--- config.mk ---
export PLATFORM = sky130hd
export DESIGN_NAME = canrt_front
export DESIGN_NICKNAME = d
export VERILOG_FILES = /design/src/hdl/canrt_pkg.sv /design/src/hdl/canrt_front.sv
export SDC_FILE = /design/constraint.sdc
export NUM_CORES = 1
export LEC_CHECK = 0
export ABC_AREA = 1
export BUFFER_PORTS_ARGS = -buffer_cell sky130_fd_sc_hd__buf_4
export CAP_MARGIN = 20
export CELL_PAD_IN_SITES_DETAIL_PLACEMENT = 0
export CELL_PAD_IN_SITES_GLOBAL_PLACEMENT = 1
export CORE_MARGIN = 3
export CORE_UTILIZATION = 44
export CTS_CLUSTER_DIAMETER = 120
export DETAILED_ROUTE_END_ITERATION = 16
export HOLD_SLACK_MARGIN = 0.03
export PLACE_DENSITY_LB_ADDON = 0.1
export SLEW_MARGIN = 20
export SYNTH_ARGS = -nofsm -noshare
export SYNTH_HDL_FRONTEND = slang
export SYNTH_SLANG_ARGS = --single-unit
--- constraint.sdc ---
create_clock -name clock -period 4.6 [get_ports clock]
set_input_delay 0.46 -clock clock [delete_from_list [all_inputs] [get_ports clock]]
set_output_delay 0.46 -clock clock [all_outputs]
set_load 0.01 [all_outputs]
--- src/hdl/canrt_pkg.sv ---
// Package for the CAN identifier rate table: sizes, item types, state codes and helpers.
`timescale 1ns / 1ps
`default_nettype none
package canrt_pkg;

   localparam int TABLE_DEPTH = 64;
   localparam int IDX_W       = (TABLE_DEPTH > 1) ? $clog2(TABLE_DEPTH) : 1;
   localparam int FILL_W      = $clog2(TABLE_DEPTH + 1);
   localparam int CMP_W       = (FILL_W > 6) ? FILL_W : 6;
   localparam int QUEUE_DEPTH = 2;
   localparam int QPTR_W      = $clog2(QUEUE_DEPTH);
   localparam int QCNT_W      = $clog2(QUEUE_DEPTH + 1);

   typedef enum logic {
      OP_FRAME = 1'b0,
      OP_READ  = 1'b1
   } op_type;

   typedef enum logic [2:0] {
      ST_IDLE,
      ST_SCAN,
      ST_UPDATE,
      ST_INSERT,
      ST_READ,
      ST_RESP
   } state_type;

   typedef struct packed {
      op_type      op;
      logic [28:0] frame_id;
      logic [31:0] second_now;
      logic [5:0]  read_index;
   } req_item_type;

   typedef struct packed {
      logic [28:0] id;
      logic [7:0]  avg;
      logic [7:0]  cnt;
      logic [31:0] total;
      logic [31:0] last;
   } entry_type;

   typedef struct packed {
      logic        hit;
      logic        dropped;
      logic        entry_valid;
      logic [5:0]  entry_slot;
      entry_type   entry;
      logic [6:0]  table_fill;
   } rsp_item_type;

   function automatic logic [5:0] slot_low6(input logic [IDX_W-1:0] s);
      logic [31:0] w;
      w = 32'(s);
      return w[5:0];
   endfunction

   function automatic logic [6:0] fill_low7(input logic [FILL_W-1:0] f);
      logic [31:0] w;
      w = 32'(f);
      return w[6:0];
   endfunction

endpackage
`default_nettype wire

--- src/hdl/canrt_front.sv ---
// Front end: accepts request items, classifies them and holds them in a short queue.
`timescale 1ns / 1ps
`default_nettype none
module canrt_front (
   input  wire                      clock,
   input  wire                      reset,
   input  wire                      req_valid,
   output logic                     req_stall,
   input  wire                      req_mode,
   input  wire  [28:0]              req_frame_id,
   input  wire  [31:0]              req_second_now,
   input  wire  [5:0]               req_read_index,
   output logic                     head_valid,
   output canrt_pkg::req_item_type  head_item,
   input  wire                      head_pop
);
   import canrt_pkg::*;

   req_item_type            q_ff [QUEUE_DEPTH];
   logic [QPTR_W-1:0]       wr_ptr_ff, wr_ptr_in;
   logic [QPTR_W-1:0]       rd_ptr_ff, rd_ptr_in;
   logic [QCNT_W-1:0]       cnt_ff, cnt_in;
   req_item_type            item;
   logic                    push;
   logic                    pop;

   always_comb begin
      item.op         = req_mode ? OP_READ : OP_FRAME;
      item.frame_id   = req_frame_id;
      item.second_now = req_second_now;
      item.read_index = req_read_index;
   end

   assign req_stall  = (cnt_ff == QCNT_W'(QUEUE_DEPTH));
   assign head_valid = (cnt_ff != '0);
   assign head_item  = q_ff[rd_ptr_ff];
   assign push       = req_valid && !req_stall;
   assign pop        = head_pop && head_valid;

   always_comb begin
      wr_ptr_in = wr_ptr_ff;
      rd_ptr_in = rd_ptr_ff;
      cnt_in    = cnt_ff;
      if (push) begin
         wr_ptr_in = (wr_ptr_ff == QPTR_W'(QUEUE_DEPTH - 1)) ? '0 : wr_ptr_ff + 1'b1;
      end
      if (pop) begin
         rd_ptr_in = (rd_ptr_ff == QPTR_W'(QUEUE_DEPTH - 1)) ? '0 : rd_ptr_ff + 1'b1;
      end
      case ({push, pop})
         2'b10:   cnt_in = cnt_ff + 1'b1;
         2'b01:   cnt_in = cnt_ff - 1'b1;
         default: cnt_in = cnt_ff;
      endcase
   end

   always_ff @(posedge clock) begin
      if (reset) begin
         wr_ptr_ff <= '0;
         rd_ptr_ff <= '0;
         cnt_ff    <= '0;
      end else begin
         wr_ptr_ff <= wr_ptr_in;
         rd_ptr_ff <= rd_ptr_in;
         cnt_ff    <= cnt_in;
      end
   end

   always_ff @(posedge clock) begin
      if (push) begin
         q_ff[wr_ptr_ff] <= item;
      end
   end

endmodule
`default_nettype wire

## After elaboration in Yosys (flattened, before gate mapping)

Memories as Yosys holds them, arrays and structs flattened. A register that Yosys moved wholly into a read port is not among the register bits.
Cells that the tools add are included.

- Output and inout bits: 70
- RAM bits: 136
- Memories kept: 1
- Logic and storage cells: 24
- Flip-flop bits (word level): 4

- Equal/unequal tests: 3
- Reduce and logical (&&, ||, !) cells: 5
- Mux-type cells: 8
- $add $sub $neg: 4

Memories:

| name | words | width | rd ports | clocked after Yosys merged registers in | write ports | RTL line | text |
|---|---|---|---|---|---|---|---|
| q_ff | 2 | 68 | 1 | 1 | 1 | canrt_front.sv:19 | `req_item_type q_ff [QUEUE_DEPTH];` |

Operators by type and width:

| operator | number |
|---|---|
| $mux W1 | 7 |
| $eq A2 B2 Y1 const B | 2 |
| $pmux W2 S2 | 1 |
| $reduce_bool A2 Y1 | 2 |
| $add A1 B1 Y1 const B | 2 |
| $add A2 B1 Y2 const B | 1 |
| $eq A2 B1 Y1 const B | 1 |
| $logic_and A1 B1 Y1 | 2 |
| $sub A2 B1 Y2 const B | 1 |
| $logic_not A1 Y1 | 1 |

## Depth between registers and ports, before layout

Gate-level depths: netlist of the first run.

- Depth in word-level cells: 5
- Depth in mapped cells: 10

## Worst setup path before layout of the first run

OpenSTA, ideal clock, no wires.

- Path kind: in2reg
- From: input port req_valid
- To: memory q_ff[0][0] (netlist name) (enable)
- Data arrival time: 3.552 ns
- Cell stages on the path: 4
- Data required time: 4.106 ns
- Setup slack: 0.554 ns
- Library setup time: 0.494 ns
- Path through: inv_1 -> nor2_1 -> inv_1 -> nor2_1

- Longest elaborated chain between the ends: 3

Ends and longest elaborated chain:

| what | RTL line | text |
|---|---|---|
| start: declaration | canrt_front.sv:7 | `input wire req_valid,` |
| $logic_and A1 B1 Y1 | canrt_front.sv:37 | `assign push = req_valid && !req_stall;` |
| $mux W1 | canrt_front.sv:70 | `if (push) begin` |
| $mux W1 (implied by the code) | canrt_front.sv:71 | `q_ff[wr_ptr_ff] <= item;` |
| end: declaration | canrt_front.sv:19 |  |

Every way passes these cells.

==> results of run 1 <==
layer usage:
| metal | GRT usage, % | wire (µm) | share of wire (%) | up-vias |
|---|---|---|---|---|
| met2 | 22.8 | 4510 | 49 | 98 |
| met5 | 0 | 0 | 0 | - |
| met1 | 16.4 | 3770 | 41 | 1260 |
| li1 | - | - | - | 1276 |
| met4 | 7.90 | 199 | 2.2 | 0 |
| met3 | 6.74 | 740 | 8.0 | 14 |
final cells by class:
cell class              instances  area, µm²
inverters                      10       38.8
clock buffers                  20        437
fillers                       881       4540
clock inverters                10        100
well taps                     143        179
multi-input cells              93        957
flip-flops and latches        141       4190
repair buffers                144       1080
worst min path at each step:
stage | startpoint | endpoint | slack [ps]
finish | req_second_now[17] | q_ff[1][23] | 240
CTS | req_second_now[3] | q_ff[1][9] | 210
global route | req_frame_id[18] | q_ff[1][56] | 210
global placement | rd_ptr_ff | rd_ptr_ff | 480
detailed placement | rd_ptr_ff | flop | 480
floorplan | rd_ptr_ff | flop | 470
Yosys cell counts (all sizes together):
master    n
edfxtp  136
mux2     68
nor2     12
inv      10
buf       8
nand2     8
dfxtp     5
o21ai     2
a21oi     1
ha        1
nand4     1
worst max-delay path: stages, from the launching register on:
cell                      delay [ps]
sky130_fd_sc_hd__dfxtp_4         990
sky130_fd_sc_hd__mux2_2          440
sky130_fd_sc_hd__buf_4           150
metrics by stage:
stage               worst slack, ps  util [%]  std cells  hold WS, ps  power, mW
floorplan                       554         -        252          465       2.05
global placement               2140      55.9        531          482       2.36
detailed placement             2120      55.9        531          478       2.36
CTS                            2030      60.6        561          212       3.62
global route                   1970      60.6        561          211       3.73
finish                         2050      60.6        561          235       3.56
report_power, final:
group,total (mW),switching [mW],internal [mW]
registers,1.66,0.0885,1.57
clock network,1.24,0.462,0.780
logic,0.660,0.282,0.378
total,3.56,0.833,2.73
cell families after synthesis:
group,Yosys count,synth area share (%)
compound gates,3,0.286
flops,141,79.8
simple gates,21,1.55
fa+ha+maj,1,0.239
buf+inv,18,2.10
mux,68,16.0
cells in the final DEF, fill, tap and decap left out, drive strengths merged:
master	instances
buf	144
nor2	12
bufinv	2
ha	1
dfxtp	5
edfxtp	136
mux2	68
nand2	8
clkinvlp	2
clkbuf	20
inv	9
a21oi	1
clkinv	7
nand4	1
o21ai	2
flip-flops by register name (all words and copies together), names as in the netlist, named ones only:
signal and flops:
cnt_ff 2, wr_ptr_ff 1, q_ff 136, rd_ptr_ff 1
==> summary.md, run 1 <==
The flow ran to the end, and the final reports show no timing, DRC or antenna violations. Biggest area consumer among synthesized cells: sky130_fd_sc_hd__edfxtp_1. Across every metal layer, demand over resource in global routing totals 14.5%. Of all nets on the critical path, the largest fanout is 68. The hold-critical path depth is 1, and the share of Yosys cell area claimed by the top area cell type is 77.9%. The die is 115 µm wide. The critical path is of the flop to primary output type.

Synthesis handed over a netlist of 252 instances. The tightest min-delay check is of the input port to flop type. The synthesized netlist occupies a cell area of 5240 µm². Setup repair after global routing left no endpoint under its margin. The clock input transition at the sequential cells of the worst setup and hold paths works out to 50 ps.

The number of H-tree levels is 4. TritonCTS built the clock tree. The cell sitting at the root of the clock tree is a sky130_fd_sc_hd__clkbuf_16. Across all register-to-register paths, the minimum setup slack is 2400 ps. The analysis attributes to cell leakage a power of 2.69 nW.

Buffers inserted to repair hold after CTS numbered 0. In the final timing run, aggregate negative setup slack is 0 ps. The repair_antennas step left the layout with diodes totalling 0.

The initial antenna violation count was 0. The number of antenna-violating nets in the routed design came out at 0. The run gives 105 as the initial detailed-routing violation count.

Data arrives at the worst endpoint at 2090 ps. In this run the core area contains 39 standard-cell rows. In this run the post-CTS setup repair buffer count came out at 0.

The clock reaches the later pin of the worst-skew pair after 410 ps. For this configuration, the core starts out at a cell density of 45.5%. At the end of routability-driven placement, the weighted congestion stood at 0.690.

The tools report the layout net count as 480. After layout, the worst path uses 55.3% of the clock period. Sink count of the clock tree: 141. The maximum frequency from static timing analysis was 393 MHz. The endpoint type of the worst setup path is a primary output. The pre-antenna-repair detailed-routing pass consisted of 4 iterations. Dividing total power by cell area gives a power density of 511 nW/µm².

The core outline area was 11500 µm²; the synthesis warning total was 0. The tools report the reported max-cap violation count as 0. The share of layout cells above drive strength 1 came out at 56.9%. The count of buffers added on input and output ports is 141. Once layout is done, the placed cells without fillers occupy 6980 µm². The leftover overflow at the end of global routing is 0. The worst setup path is launched from a flop. The post-detailed-route wirelength per cell was 16.4 µm; the clock tree skew after final layout was 7.02 ps. The area growth from synthesis to layout is 33.1%. After legalization and detailed placement, the total HPWL measured 6.01 mm. The clock period minus final worst setup slack came out at 2550 ps.

In this run the worst setup path terminates at head_item[9]. The maximum vdd drop was 0.000265 V. For the worst flop-to-flop path, the logic depth is 6.

By area the synthesized netlist is led by sky130_fd_sc_hd__edfxtp_1 (78%), sky130_fd_sc_hd__mux2_2 (10%), sky130_fd_sc_hd__mux2_4 (5.7%). The actual slew at the worst max-slew pin came out at 1060 ps. The final hold violation count was 0; the aggregate routed wire length was 9.22 mm. Count of final max-slew check failures: 0. Of the synthesized area, sequential elements account for 79.8%.

The number of vias per cell works out to 4.72. The die is 115 µm tall. Measured against its own limit, the worst slew margin works out to 29.2%. The largest buffer count on any clock path was 2.

Setup violations remaining at the end of the flow were counted as 0. Via count of the first global-routing pass: 2857. For the die footprint, the log shows 13300 µm². TritonCTS created 17 clock buffers. A synthesized cell averages 20.8 µm².

Top-level I/O count: 142. The routed layout has 2648 vias. The required time reported for the critical path endpoint was 4140 ps. The count of state elements after synthesis came out at 141. Once the clock tree was built, the resizer swapped 0 gates to a different size. The critical register-to-register path startpoint was cnt_ff[1]. The area after detailed placement came out at 6440 µm².

For the maximum number of pins on one net before global-route repair, the log shows 69. The count of unresolved DRC violations after routing was 0. The run gives 325 as the number of nets produced by synthesis. In this run the critical register-to-register path is captured at q_ff[1][37]. After synthesis, the netlist uses 14 different library cells. For the wire length of the first global-routing pass, the log shows 14.0 mm.
Note: power is estimated with default switching activity, not from simulation.
==> run 2: changes to the inputs <==
- clock period: 4.6 -> 2.53 ns (I/O delays scaled with it)
==> run 2 against run 1 <==
Compared with the run above:
- combinational power increased by 110%
- power increased by 82%
- sequential power increased by 77%
- sequential share of layout area decreased by 5.4 points
- sequential cell count unchanged
==> summary.md, run 2 (synthesized netlist as in run 1, its figures left out) <==
The ratio of total power to cell area was 847 nW/µm² (+66%). The maximum vdd drop was 0.000510 V (+92%). The relative contribution of the clock network to total power is 33.4% (-1.4 points). The flop-to-flop setup slack was 840 ps (-1560 ps); the top-level I/O count was 142 (unchanged).

Number of buffers created by CTS: 17 (unchanged). For the total power draw, the log shows 6.49 mW (+82%). For the required time reported for the critical path endpoint, the log shows 2280 ps (-1860 ps). The die boundary height was 115 µm (unchanged); the maximum number of pins on one net before global-route repair was 52 (-25%).

The sequential cell fraction of total power is 45.3% (-1.3 points), and the initial antenna violation count is 0 (unchanged). Setup repair after global routing left no endpoint under its margin. The library cell used most frequently in the layout, excluding fill and tap cells, is sky130_fd_sc_hd__buf_4. For the clock tree skew after final layout, the log shows 12.1 ps (+5.10 ps). The cell sitting at the root of the clock tree is a sky130_fd_sc_hd__clkbuf_16.

The register with the most flip-flops in the final layout is q_ff. The count of unresolved DRC violations after routing came out at 0 (unchanged). The depth of the worst register-to-register path came out at 5 (-1). The final hold violation count came out at 0 (unchanged).

The worst hold path terminates at wr_ptr_ff. For the number of placed instances with taps included, the log shows 533 (+0.38%). The worst setup path is of the flop to primary output kind. The critical register-to-register path startpoint was cnt_ff[0]. The initial detailed-routing violation count is 155 (+48%).

TritonCTS built the clock tree. The number of cells in the finished layout apart from fillers is 632 (+13%), and the reported max-cap violation count is 0 (unchanged). The run gives 6 (+2) as the total iterations of the first detailed-routing run. The logs give 656 µm (-11%) for the length of routed met3 wiring and 21.3% (+2.8 points) for the share of power burned in combinational logic. The run gives 0 ps (unchanged) as the setup TNS after final layout. Share of layout cells above drive strength 1: 49.3% (-7.7 points). Timing would allow up to 479 MHz. The post-detailed-route wirelength per cell was 15.8 µm (-3.7%). Leaving out fill and tap cells, the most frequent cells in the layout are sky130_fd_sc_hd__buf_4 (145), sky130_fd_sc_hd__edfxtp_1 (136), sky130_fd_sc_hd__dlygate4sd3_1 (68).

The run gives 4.12 mm (+9.2%) as the post-route met1 wirelength. The sink count of the clock tree is 141 (unchanged). The leakage power is 2.98 nW (+11%), and the via count of the first global-routing pass is 3152 (+10%). The die boundary width came out at 115 µm (unchanged).

The path class of the tightest hold or removal check is input port to flop. Relative to the synthesized area, the layout overhead comes to 46.2%. Area after detailed placement: 6470 µm² (+0.43%). The run gives 0 (unchanged) as the leftover overflow at the end of global routing.

The cell area after layout came out at 7660 µm² (+9.8%). The die footprint is 13300 µm² (unchanged). The switching portion of total power works out to 23.9% (+0.52 points). After detailed routing, no signal wire sits above met4. The tools report the count of fill cells added during filler insertion as 816 (-7.4%). Number of flip-flops under the largest register name: 136 (unchanged).

The worst register-to-register path ends at q_ff[0][41]. The number of buffer cells added on primary ports was 141 (unchanged). The tools report the last weighted congestion value of the routability-driven placer as 0.728 (+5.5%). The actual slew at the worst max-slew pin is 583 ps (-479 ps), and the number of antenna-violating nets in the routed design is 0 (unchanged). The relative slew slack came out at 61.1% (+32 points). The net switching power was 1.55 mW (+86%). Count of endpoints failing setup in the final report: 0 (unchanged). The category of the worst setup path launch point was a flop.

The tools report the row count as 39 (unchanged). The count of final max-slew check failures came out at 0 (unchanged). The arrival time of the worst setup path came out at 1840 ps (-250 ps). The run gives 0 (unchanged) as the number of diodes.

For the initial standard-cell utilization of the core, the log shows 45.5% (unchanged). The flow ran to the end, and the final reports show no timing, DRC or antenna violations. The logs give 10.0 mm (+8.5%) for the aggregate routed wire length and 2 (unchanged) for the largest buffer count on any clock path. The worst path needs 2090 ps of the cycle, external delays included.

The tools report the post-detailed-placement half-perimeter wirelength as 6.07 mm (+0.95%). The maximum fanout encountered on the critical timing path was 51 (-25%). The detailed-routed wire length on met2 is 5.04 mm (+12%), and the clock insertion delay at the later pin of the skew report is 410 ps (about the same). The wire length of the first global-routing pass was 15.2 mm (+8.2%); the internal power consumption was 4.94 mW (+81%). The clock input transition at the sequential cells of the worst setup and hold paths was 60 ps (about the same). In this run the most critical hold path is launched from reset. The hold-critical path depth is 4 (+3). For the number of H-tree levels, the log shows 4 (unchanged).

Endpoint type of the worst setup path: a primary output. After layout, the worst path uses 82.6% of the clock period. The number of vias per cell was 4.70 (-0.41%); the number of buffers added for setup after CTS was 0 (unchanged). The run gives 550 (+15%) as the layout net count. The core outline area came out at 11500 µm² (unchanged).

The tools report the overall routing resource usage as 15.4% (+0.96 points). The utilization after layout came out at 66.6% (+5.9 points). The run gives 2971 (+12%) as the count of vias placed by the detailed router. The largest registers in the layout are q_ff x136, cnt_ff x2.
[run 2: power groups by stage]
stage / clock (mW) / combinational (mW) / sequential (mW)
6_report: 2.17 / 1.38 / 2.94
5_1_grt: 2.32 / 1.49 / 2.97
4_1_cts: 2.22 / 1.41 / 2.95
3_5_place_dp: 0 / 1.32 / 2.99
3_3_place_gp: 0 / 1.31 / 2.98
2_1_floorplan: 0 / 0.765 / 2.95
[run 2: layer usage]
metal,vias up,GRT usage [%]
met5,-,0
met4,0,7.82
met3,15,5.79
met2,101,25.8
met1,1432,17.2
li1,1423,-
[run 2: through the flow]
| stage | setup WS, ps | hold slack [ps] |
|---|---|---|
| after floorplan | 109 | 352 |
| after global placement | 847 | 438 |
| after detailed placement | 839 | 441 |
| after CTS | 399 | 119 |
| after global routing | 357 | 139 |
| final | 441 | 123 |
[run 2: cell type report]
cell class | instances | area (µm²) | share of cell area, %
inverter | 10 | 37.5 | 0.490
multi-input combinational | 93 | 957 | 12.5
tap | 143 | 179 | 2.33
sequential | 141 | 4190 | 54.6
clock buffer | 20 | 437 | 5.70
clock inverter | 11 | 77.6 | 1.01
timing repair buffer | 214 | 1790 | 23.3
[run 2: worst max path at each step]
stage,to,slack (ps),cells after the start
after floorplan,q_ff[1][0],110,4
after global placement,head_item[23],850,3
after detailed placement,q_ff[0][41],840,5
after CTS,head_item[23],400,3
after global routing,head_item[24],360,3
final,head_item[0],440,3
[run 2: critical path, stage by stage (launching register included)]
cell,delay [ps]
sky130_fd_sc_hd__dfxtp_4,510
sky130_fd_sc_hd__buf_12,340
sky130_fd_sc_hd__mux2_2,390
sky130_fd_sc_hd__buf_4,140
[run 2: what timing repair did]
action,in CTS,in global routing
hold endpoints to repair,136,0
endpoints found under the setup margin,0,0
hold buffers,68,0
resized for setup,0,0
==> run 3: changes to the inputs <==
- CORE_UTILIZATION: 44 -> 39
- clock period: 2.53 -> 1.7 ns (I/O delays scaled with it)
==> run 3 against run 2 <==
Compared with the run above:
- the flow now finishes with violations (setup timing)
- sequential cell count is the same
- clock power grew 56%
- critical path depth up 1
- die area increased by 12%
- register-to-register slack lost 560 ps
- core utilization down 0.86 points
- via count is 3.0% higher
- non-clock buffer count rose by 13
- sequential power rose by 49%
- largest power group unchanged
==> summary.md, run 3 (synthesized netlist as in run 1, its figures left out) <==
The initial antenna violation count came out at 0 (unchanged). The worst setup path is of the flop to primary output kind. The tools report the number of H-tree levels as 4 (unchanged).

The clock insertion delay at the later pin of the skew report is 410 ps (about the same). The highest layer touched by signal routing is met4. The share of layout cells above drive strength 1 was 51.8% (+2.5 points). The number of vias per cell came out at 4.54 (-3.4%). Endpoint type of the worst setup path: a primary output.

The type of the tightest min-delay check is input port to flop. Category of the worst setup path launch point: a flop. Leakage power: 3.35 nW (+12%).

For the area after detailed placement, the log shows 6610 µm² (+2.1%). Count of vias placed by the detailed router: 3061 (+3.0%). q_ff holds more flip-flops than any other register. The final reports fail on setup timing. The largest registers in the layout are q_ff x136, cnt_ff x2. The arrival time of the worst setup path is 1570 ps (-270 ps). Dividing the final minimum period by the clock period gives 103%. The final hold violation count is 0 (unchanged), and the maximum number of pins on one net before global-route repair is 47 (-9.6%). The overall routing resource usage came out at 14.6% (-0.83 points). The last weighted congestion value of the routability-driven placer was 0.671 (-7.8%); the actual slew at the worst max-slew pin was 351 ps (-232 ps).

Static timing analysis puts the maximum clock frequency at 573 MHz. The switching portion of total power is 23.8% (-0.13 points). The number of antenna-violating nets in the routed design is 0 (unchanged), and the final worst setup slack is -44.8 ps (-486 ps). The ratio of total power to cell area came out at 1260 nW/µm² (+49%). In the layout the commonest cells are sky130_fd_sc_hd__edfxtp_1 (136), sky130_fd_sc_hd__buf_4 (83), sky130_fd_sc_hd__dlygate4sd3_1 (69). The logs give 76.6% (+15 points) for the relative slew slack and 4.66 mm (+13%) for the post-route met1 wirelength. The die boundary width was 122 µm (+5.9%). The count of unresolved DRC violations after routing was 0 (unchanged); the relative contribution of the clock network to total power was 31.7% (-1.7 points). The destination of the worst register-to-register timing path is q_ff[1][57].

The clock period minus final worst setup slack was 1740 ps. The run finished, with violations left. The tools report the initial detailed-routing violation count as 117 (-25%).

The sequential cell fraction of total power is 41.0% (-4.3 points). Post-detailed-placement half-perimeter wirelength: 6.26 mm (+3.2%). The detailed-routed wire length on met2 came out at 5.61 mm (+11%). For the top-level I/O count, the log shows 142 (unchanged). The number of flip-flops under the largest register name is 136 (unchanged), and the die footprint is 14900 µm² (+12%). Number of buffer cells added on primary ports: 141 (unchanged).

Setup repair after global routing could not meet its margin everywhere. Leaving out fill and tap cells, the most frequent cell in the layout is sky130_fd_sc_hd__edfxtp_1. The core outline area is 12900 µm² (+12%). The tools report the internal power consumption as 8.13 mW (+65%). The number of buffers created by CTS was 17 (unchanged); the row count was 41 (+5.1%). The hold-critical path depth came out at 5 (+1).

The tree is rooted in a sky130_fd_sc_hd__clkbuf_16. For the cell area after layout, the log shows 8460 µm² (+10%). The depth of the worst register-to-register path is 6 (+1), and the count of endpoints failing setup in the final report is 43 (+43).

Sink count of the clock tree: 141 (unchanged). The net switching power was 2.53 mW (+63%); the number of diodes was 0 (unchanged). The wire length of the first global-routing pass was 15.8 mm (+3.8%). The logs give 268 ps (-572 ps) for the pre-CTS worst setup slack and 2 (unchanged) for the largest buffer count on any clock path.

Area growth from synthesis to layout: 61.3%. TritonCTS built the clock tree. For the total iterations of the first detailed-routing run, the log shows 4 (-2). The tools report the worst min-delay path endpoint as rd_ptr_ff. The die boundary height is 122 µm (+5.9%). The aggregate routed wire length was 11.1 mm (+11%). The run gives 1530 ps (-750 ps) as the required time reported for the critical path endpoint. The length of routed met3 wiring came out at 601 µm (-8.4%).

The run gives 0 (unchanged) as the count of final max-slew check failures. The post-detailed-route wirelength per cell was 16.4 µm (+3.8%). The initial standard-cell utilization of the core is 40.7% (-4.8 points). The reported max-cap violation count came out at 0 (unchanged). The tools report the share of power burned in combinational logic as 27.3% (+6.0 points). The tools report the flop-to-flop setup slack as 280 ps (-560 ps). For the leftover overflow at the end of global routing, the log shows 0 (unchanged). The tools report the clock tree skew after final layout as 9.32 ps (-2.81 ps). The maximum fanout encountered on the critical timing path came out at 8 (-84%).

The clock input transition at the sequential cells of the worst setup and hold paths is 60 ps (about the same). Layout net count: 563 (+2.4%). The tools report the critical register-to-register path startpoint as cnt_ff[1].

In this run the most critical hold path is launched from head_pop. The run gives 3157 (+0.16%) as the via count of the first global-routing pass. The maximum vdd drop was 0.00110 V (+120%).
-- run 3: cell count changes in the layout (fill, tap and decap cells not counted), sizes merged --
cell,change
buf,+6
bufinv,+1
clkbuf,+7
clkinv,-2
clkinvlp,+1
dlygate4sd3,+1
inv,-1
-- run 3: worst max-delay path by stage --
stage                    from             to  slack, ps
floorplan           cnt_ff[1]     q_ff[1][0]       -320
global placement    cnt_ff[1]    q_ff[0][57]        270
detailed placement  cnt_ff[1]    q_ff[0][40]        270
CTS                      flop  head_item[23]        -80
global route             flop  head_item[30]       -100
finish                   flop  head_item[30]        -40
-- run 3: cell type report --
class                      instances  area (µm²)
clock buffer                      21         440
sequential                       141        4190
multi-input combinational         93        1130
tap                              172         215
inverter                          10        41.3
timing repair buffer             227        2340
fill                             910        4420
clock inverter                    10        98.8
-- run 3: what timing repair did --
action / in CTS / in global routing
buffers inserted: 2 / 1
setup endpoints to repair: 60 / 60
gates cloned: 1 / 6
resized for setup: 20 / 87
hold endpoints to repair: 138 / 0
hold buffers: 69 / 0
-- run 3: worst max-delay path: stages (launching register included) --
cell	delay, ps
sky130_fd_sc_hd__dfxtp_4	380
sky130_fd_sc_hd__buf_12	160
sky130_fd_sc_hd__clkbuf_16	180
sky130_fd_sc_hd__mux2_4	310
sky130_fd_sc_hd__buf_6	120
-- run 3: metal layers --
metal  up-vias  GRT usage (%)
met3        14           4.97
met4         0           7.42
met2        87           24.4
met1      1505           16.7
li1       1455              -
met5         -              0
-- run 3: metrics by stage --
stage / utilization [%] / power [mW] / TNS [ps] / cells / hold WS (ps)
3_3_place_gp: 51.3 / 6.51 / 0 / 564 / 354
4_1_cts: 61.9 / 10.2 / -2940 / 667 / 132
6_report: 65.7 / 10.7 / -773 / 674 / 147
5_1_grt: 65.7 / 11.1 / -3700 / 674 / 179
3_5_place_dp: 51.3 / 6.53 / 0 / 564 / 358
2_1_floorplan: - / 5.56 / -43740 / 252 / 269
-- run 3: power by group through the flow --
stage,clock (mW),sequential [mW],combinational [mW]
finish,3.39,4.37,2.91
global route,3.62,4.41,3.10
CTS,3.46,4.36,2.40
detailed placement,0,4.45,2.08
global placement,0,4.44,2.07
floorplan,0,4.40,1.16
